===== src/rtl/phht_pkg.sv =====
// shared types, constants and helpers for the port handle hash table
// depends on nothing
`default_nettype none

package phht_pkg;

    // table geometry; BUCKETS is a power of two so the bucket is the low hash bits
    localparam int BUCKETS = 256;
    localparam int WAYS    = 4;

    localparam int PORT_W   = 16;
    localparam int HANDLE_W = 32;
    localparam int HASH_W   = 32;
    localparam int BKT_W    = (BUCKETS > 1) ? $clog2(BUCKETS) : 1;
    localparam int FILL_W   = $clog2(WAYS + 1);
    localparam int ADDR_W   = ((BUCKETS * WAYS) > 1) ? $clog2(BUCKETS * WAYS) : 1;

    localparam logic [HASH_W-1:0] HASH_MUL   = 32'h045d_9f3b;
    localparam int                HASH_SHIFT = 16;

    // command codes
    localparam logic [1:0] CMD_INSERT = 2'd0;
    localparam logic [1:0] CMD_LOOKUP = 2'd1;
    localparam logic [1:0] CMD_POP    = 2'd2;

    // status codes
    localparam logic ST_OK   = 1'b0;
    localparam logic ST_FULL = 1'b1;

    typedef logic [BKT_W-1:0]  bucket_t;
    typedef logic [FILL_W-1:0] fill_t;
    typedef logic [ADDR_W-1:0] addr_t;

    typedef struct packed {
        logic [PORT_W-1:0]   port;
        logic [HANDLE_W-1:0] handle;
    } entry_t;

    // hash unit control
    typedef struct packed {
        logic load;
        logic step;
    } hash_ctrl_t;

    // entry memory write request
    typedef struct packed {
        logic   we;
        addr_t  addr;
        entry_t data;
    } entry_wr_t;

    // fill table write request
    typedef struct packed {
        logic    we;
        bucket_t addr;
        fill_t   data;
    } fill_wr_t;

    typedef enum logic [3:0] {
        S_IDLE,
        S_HASH1,
        S_HASH2,
        S_FILL_RD,
        S_FILL_CHK,
        S_SCAN_RD,
        S_SCAN_CMP,
        S_SHIFT_RD,
        S_SHIFT_WR,
        S_DONE
    } state_t;

    // flat slot address of a way inside a bucket
    function automatic addr_t entry_addr(input bucket_t b, input fill_t w);
        addr_t base;
        base = addr_t'(b) * addr_t'(WAYS);
        return addr_t'(base + addr_t'(w));
    endfunction

endpackage

`default_nettype wire


===== src/rtl/phht_hash_unit.sv =====
// iterative port hash: one xor-shift-multiply round per step on a shared multiplier
// depends on phht_pkg
`default_nettype none

module phht_hash_unit
(
    input  wire logic                              clk,
    input  wire phht_pkg::hash_ctrl_t              ctrl,
    input  wire logic [phht_pkg::PORT_W-1:0]       key,
    output      phht_pkg::bucket_t                 bucket
);

    logic [phht_pkg::HASH_W-1:0] x_reg;
    logic [phht_pkg::HASH_W-1:0] x_next;
    logic [phht_pkg::HASH_W-1:0] mix;

    // xor-fold of the upper half into the lower half
    assign mix = x_reg ^ (x_reg >> phht_pkg::HASH_SHIFT);

    // final fold, reduced to the bucket index
    assign bucket = mix[phht_pkg::BKT_W-1:0];

    // load the key or run one multiply round
    always_comb
    begin
        x_next = x_reg;
        if (ctrl.load)
        begin
            x_next = phht_pkg::HASH_W'(key);
        end
        else if (ctrl.step)
        begin
            x_next = phht_pkg::HASH_W'(mix * phht_pkg::HASH_MUL);
        end
    end

    always_ff @(posedge clk)
    begin
        x_reg <= x_next;
    end

endmodule

`default_nettype wire


===== config.mk =====
export PLATFORM = sky130hd
export DESIGN_NAME = phht_hash_unit
export DESIGN_NICKNAME = d
export VERILOG_FILES = /design/src/rtl/phht_pkg.sv /design/src/rtl/phht_hash_unit.sv
export SDC_FILE = /design/constraint.sdc
export NUM_CORES = 1
export LEC_CHECK = 0
export BUFFER_PORTS_ARGS = -buffer_cell sky130_fd_sc_hd__buf_2
export CAP_MARGIN = 0
export CORE_UTILIZATION = 56
export DETAILED_ROUTE_END_ITERATION = 7
export PLACE_DENSITY = 0.7
export SETUP_SLACK_MARGIN = 0.2
export SLEW_MARGIN = 20
export SYNTH_ARGS = -nofsm -noshare
export SYNTH_HDL_FRONTEND = slang
export SYNTH_SLANG_ARGS = --single-unit
export TNS_END_PERCENT = 10

===== constraint.sdc =====
create_clock -name clk -period 21.2 [get_ports clk]
set_clock_uncertainty 0.15 [all_clocks]
set_input_delay 2.12 -clock clk [delete_from_list [all_inputs] [get_ports clk]]
set_output_delay 2.12 -clock clk [all_outputs]
set_load 0.1 [all_outputs]

# Word-level counts from Yosys, hierarchy flattened
# Cells that the tools add are included.
[op_classes]
multipliers = 1
addsub = 0
eq_ne = 0
bitwise_logic = 1
mux = 2
reduce_logical = 1
n_lt_le_gt_ge = 0
div_mod_pow = 0
n_shift = 0
[ops]
columns = ["op", "count"]
rows = [
  ["32-bit by 27-bit multiplier with 32-bit output (second input constant)", 1],
  ["16-bit 2-to-1 mux", 2],
  ["32-bit by 16-bit bitwise XOR with 32-bit output", 1],
  ["2-bit nonzero test", 1],
]
[word_totals]
rom_bits = 0
latchBits = 0
memories = 0
reg_bits = 32
ram_bits = 0
out_inout_bits = 8

# Depth between registers and ports, before layout
[logic_depth]
word_depth = 4
depth_mapped = 27
depth_no_buf = 26

# Worst setup path after synthesis
# No wires, ideal clock.
[synth_path]
kind = "flip-flop to flip-flop"
startpoint = "register x_reg[16] in the netlist's numbering"
endpoint = "register x_reg[31] in the netlist's numbering"
setup_slack_ps = 14481
t_arrival_ps = 6424
required_time_ps = 20905
period_less_slack_ps = 6719
path_stages_with_launch = 26
setup_ps = 145
cell_sequence = "dfxtp_1 -> xor2_1 -> ha_1 -> ha_1 -> or2_2 -> ha_1 -> fa_1 -> inv_1 -> fa_1 -> inv_1 -> fa_1 -> fa_1 -> inv_1 -> fa_1 -> inv_1 -> ha_1 -> clkbuf_1 -> a21oi_1 -> nand2_1 -> a221o_1 -> and3_1 -> a21oi_1 -> a31o_1 -> o21ai_2 -> xnor2_1 -> a211oi_2"
[synth_via]
elab_chain_cells = 2
[synth_lines]
columns = ["item", "line_no", "source"]
rows = [
  ["start, declared", "phht_hash_unit.sv:13", "logic [phht_pkg::HASH_W-1:0] x_reg;"],
  ["start signal, assigned", "phht_hash_unit.sv:39", "x_reg <= x_next;"],
  ["32-bit by 16-bit bitwise XOR with 32-bit output", "phht_hash_unit.sv:18", "assign mix = x_reg ^ (x_reg >> phht_pkg::HASH_SHIFT);"],
  ["named net mix, one bit", "phht_hash_unit.sv:15", "logic [phht_pkg::HASH_W-1:0] mix;"],
  ["32-bit by 27-bit multiplier with 32-bit output", "phht_hash_unit.sv:33", "x_next = phht_pkg::HASH_W'(mix * phht_pkg::HASH_MUL);"],
]
# The timed path passes the listed nets, and every way through them passes these cells.
# A chain may end at the register's enable or synchronous reset.

# Worst setup path in the final report
[layout_path]
startpoint = "register x_reg[19] in the netlist's numbering"
endpoint = "register x_reg[31] in the netlist's numbering"
[layout_via]
elab_chain_cells = 2
[layout_lines]
columns = ["item", "line_no"]
rows = [
  ["32-bit by 16-bit bitwise XOR with 32-bit output", "phht_hash_unit.sv:18"],
  ["32-bit by 27-bit multiplier with 32-bit output", "phht_hash_unit.sv:33"],
]
# No other way between the ends.

==> results.sh <==
export IMPL_drc_errors=0
export IMPL_synth_top_area_cell="fa_1"
export IMPL_ant_nets=0
export IMPL_finalHoldViolations=0
export IMPL_numCtsBuffers=5
export IMPL_synth_cells=1116
export IMPL_final_setup_viol_count=0
export IMPL_final_common_cell="inv_1"
export IMPL_gp_congestion=1.00
export IMPL_routed_via_density=5.22
export IMPL_ff2ff_path_depth=24
export IMPL_die_area_um2=19500
export IMPL_cts_tree="yes"
export IMPL_wire_per_inst_um=20.1
export IMPL_grt_max_degree=44
export IMPL_register_area_um2=801
export IMPL_largest_register_ff_count=32
export IMPL_drtIter0Drc=565
export IMPL_io_buffers=26
export IMPL_end_kind="register"
export IMPL_cts_sinks=32
export IMPL_hold_buffers=0
export IMPL_grt_pass1_wl_mm=44.3
export IMPL_critPathKind="register to register"
export IMPL_finalSetupTns_ns=0
export IMPL_setup_slack_ns=13.60
export IMPL_rsz0062_at_grt="no"
export IMPL_synth_area_um2=10600
export IMPL_h_tree_depth=2
export IMPL_root_buffer="clkbuf_16"
export IMPL_cap_violations=0
export IMPL_max_clock_path_buffers=2
export IMPL_synth_top_cell_area_share_pct=39.6
export IMPL_drtPass1Iterations=5
export IMPL_rows=50
export IMPL_dpl_hpwl_mm=24.8
export IMPL_gr_total_overflow=0
export IMPL_arrival_ns=7.66
export IMPL_utilization_pct=59.6
export IMPL_post_cts_buffers=0
export IMPL_whs_path_depth=2
export IMPL_path_clk_slew_ns=0.06
export IMPL_layout_drive_gt1_share_pct=4.50
export IMPL_synth_avg_cell_area_um2=9.52
export IMPL_async_flop_share_pct=0
export IMPL_multiInputGateArea_um2=8160
export IMPL_layout_common_cells="inv_1 (419), fa_1 (210), ha_1 (158), xnor2_1 (61), xor2_1 (30)"
export IMPL_cp_start_kind="register"
export IMPL_n_fill_cell=1638
export IMPL_seq_area_frac_synth_pct=7.53
export IMPL_min_path_type="register to register"
export IMPL_synth_edff_count=16
export IMPL_coreArea_um2=18600
export IMPL_finalMaxSlewViolations=0
export IMPL_yosysUniqueCellTypes=53
export IMPL_ys_top_cells_by_area="fa_1 (40%), ha_1 (19%), inv_1 (15%), xnor2_1 (5.0%), edfxtp_1 (4.5%)"
export IMPL_antenna_found_initial=0
export IMPL_outcome="completed"
export IMPL_yosys_warnings=0
export IMPL_finalCritPeriodShare_pct=35.9
export IMPL_post_place_ws_ns=13.67
export IMPL_start_util_pct=57.0
export IMPL_critPathMaxFanout=8
export IMPL_synthesis_nets=1503
export IMPL_critical_path_required_ns=21.26
export IMPL_relSlewSlack_pct=26.8
export IMPL_area_delta_synth_final_pct=4.56
export IMPL_nNetsFinal=1520
export IMPL_finalWirelength_mm=27.5
export IMPL_cts_resized=0
export IMPL_insertion_delay_ns=0.28
export IMPL_vias=7146
export IMPL_fmax_mhz=132
export IMPL_ys_seq_elements=32
export IMPL_die_h_um=140
export IMPL_worst_pin_slew_ns=1.09
export IMPL_synthFlopType="edfxtp_1"
export IMPL_die_w_um=140
export IMPL_period_needed_ns=7.60
export IMPL_grt_usage_pct=30.8
export IMPL_num_antenna_cells=0
export IMPL_grt_pass1_vias=7901
export IMPL_io_pins=27
-- layout make-up --
type                       instances  share of cell area [%]
sequential                        32                    7.21
clock buffer                       5                    1.13
multi-input combinational        648                    73.4
timing repair buffer              27                    1.24
clock inverter                     3                   0.203
inverter                         419                    14.2
tap                              234                    2.63
-- layer usage --
layer	GRT usage [%]	part of all wire, %	vias up
li1	-	-	3300
met2	46.9	44	265
met5	0	0	-
met3	8.47	9.5	44
met4	7.52	2.5	0
met1	43.7	44	3537
-- synth_stat cells (4+ instances only) --
master / n
a21o_1: 9
a21oi_1: 19
and2_1: 6
buf_4: 8
clkbuf_1: 8
dfxtp_1: 16
edfxtp_1: 16
fa_1: 210
ha_1: 158
inv_1: 419
mux2_2: 7
mux2i_1: 10
nand2_1: 24
nand2b_1: 4
nand3_1: 4
nor2_1: 27
nor3_1: 5
o21a_1: 6
o21ai_0: 16
or2_2: 4
xnor2_1: 61
xor2_1: 30
-- metrics by stage --
step                      cells  area, um^2  hold slack [ns]
after global routing       1368       11100            0.462
after floorplan            1116       10600            0.383
after detailed placement   1360       11000            0.425
after CTS                  1368       11100            0.434
final                      1368       11100            0.436
after global placement     1360       11000            0.416
-- cells by family after synthesis --
logic type      Yosys count  share of synthesized area [%]
mux                      17                           1.68
simple gates             93                           4.28
compound gates           79                           5.17
fa+ha+maj               368                           58.2
buf+inv                 436                           15.7
flops                    32                           7.53
xor+xnor                 91                           7.50
-- critical path, stage by stage, from the launching register on --
cell      delay [ns]
dfxtp_1         0.50
xnor2_1         0.76
inv_1           0.46
ha_1            0.33
or2_2           0.31
ha_1            0.23
fa_1            0.48
inv_1           0.05
fa_1            0.53
inv_1           0.06
fa_1            0.46
fa_1            0.49
inv_1           0.05
fa_1            0.59
inv_1           0.07
ha_1            0.36
a21oi_1         0.23
nand2_1         0.08
a221o_1         0.38
and3_1          0.19
a21oi_1         0.14
a31o_1          0.21
o21ai_2         0.07
xnor2_1         0.14
a211oi_2        0.20
-- final timing paths --
kind              from  slack, ns   endpoint
max          x_reg[19]      13.60  x_reg[31]
min reg2reg  x_reg[31]       0.44  x_reg[31]
max reg2reg  x_reg[19]      13.60  x_reg[31]
min          x_reg[31]       0.44  x_reg[31]
Power is not shown: default switching activity piles up to over one toggle a cycle in this logic, so the estimate is an artifact.
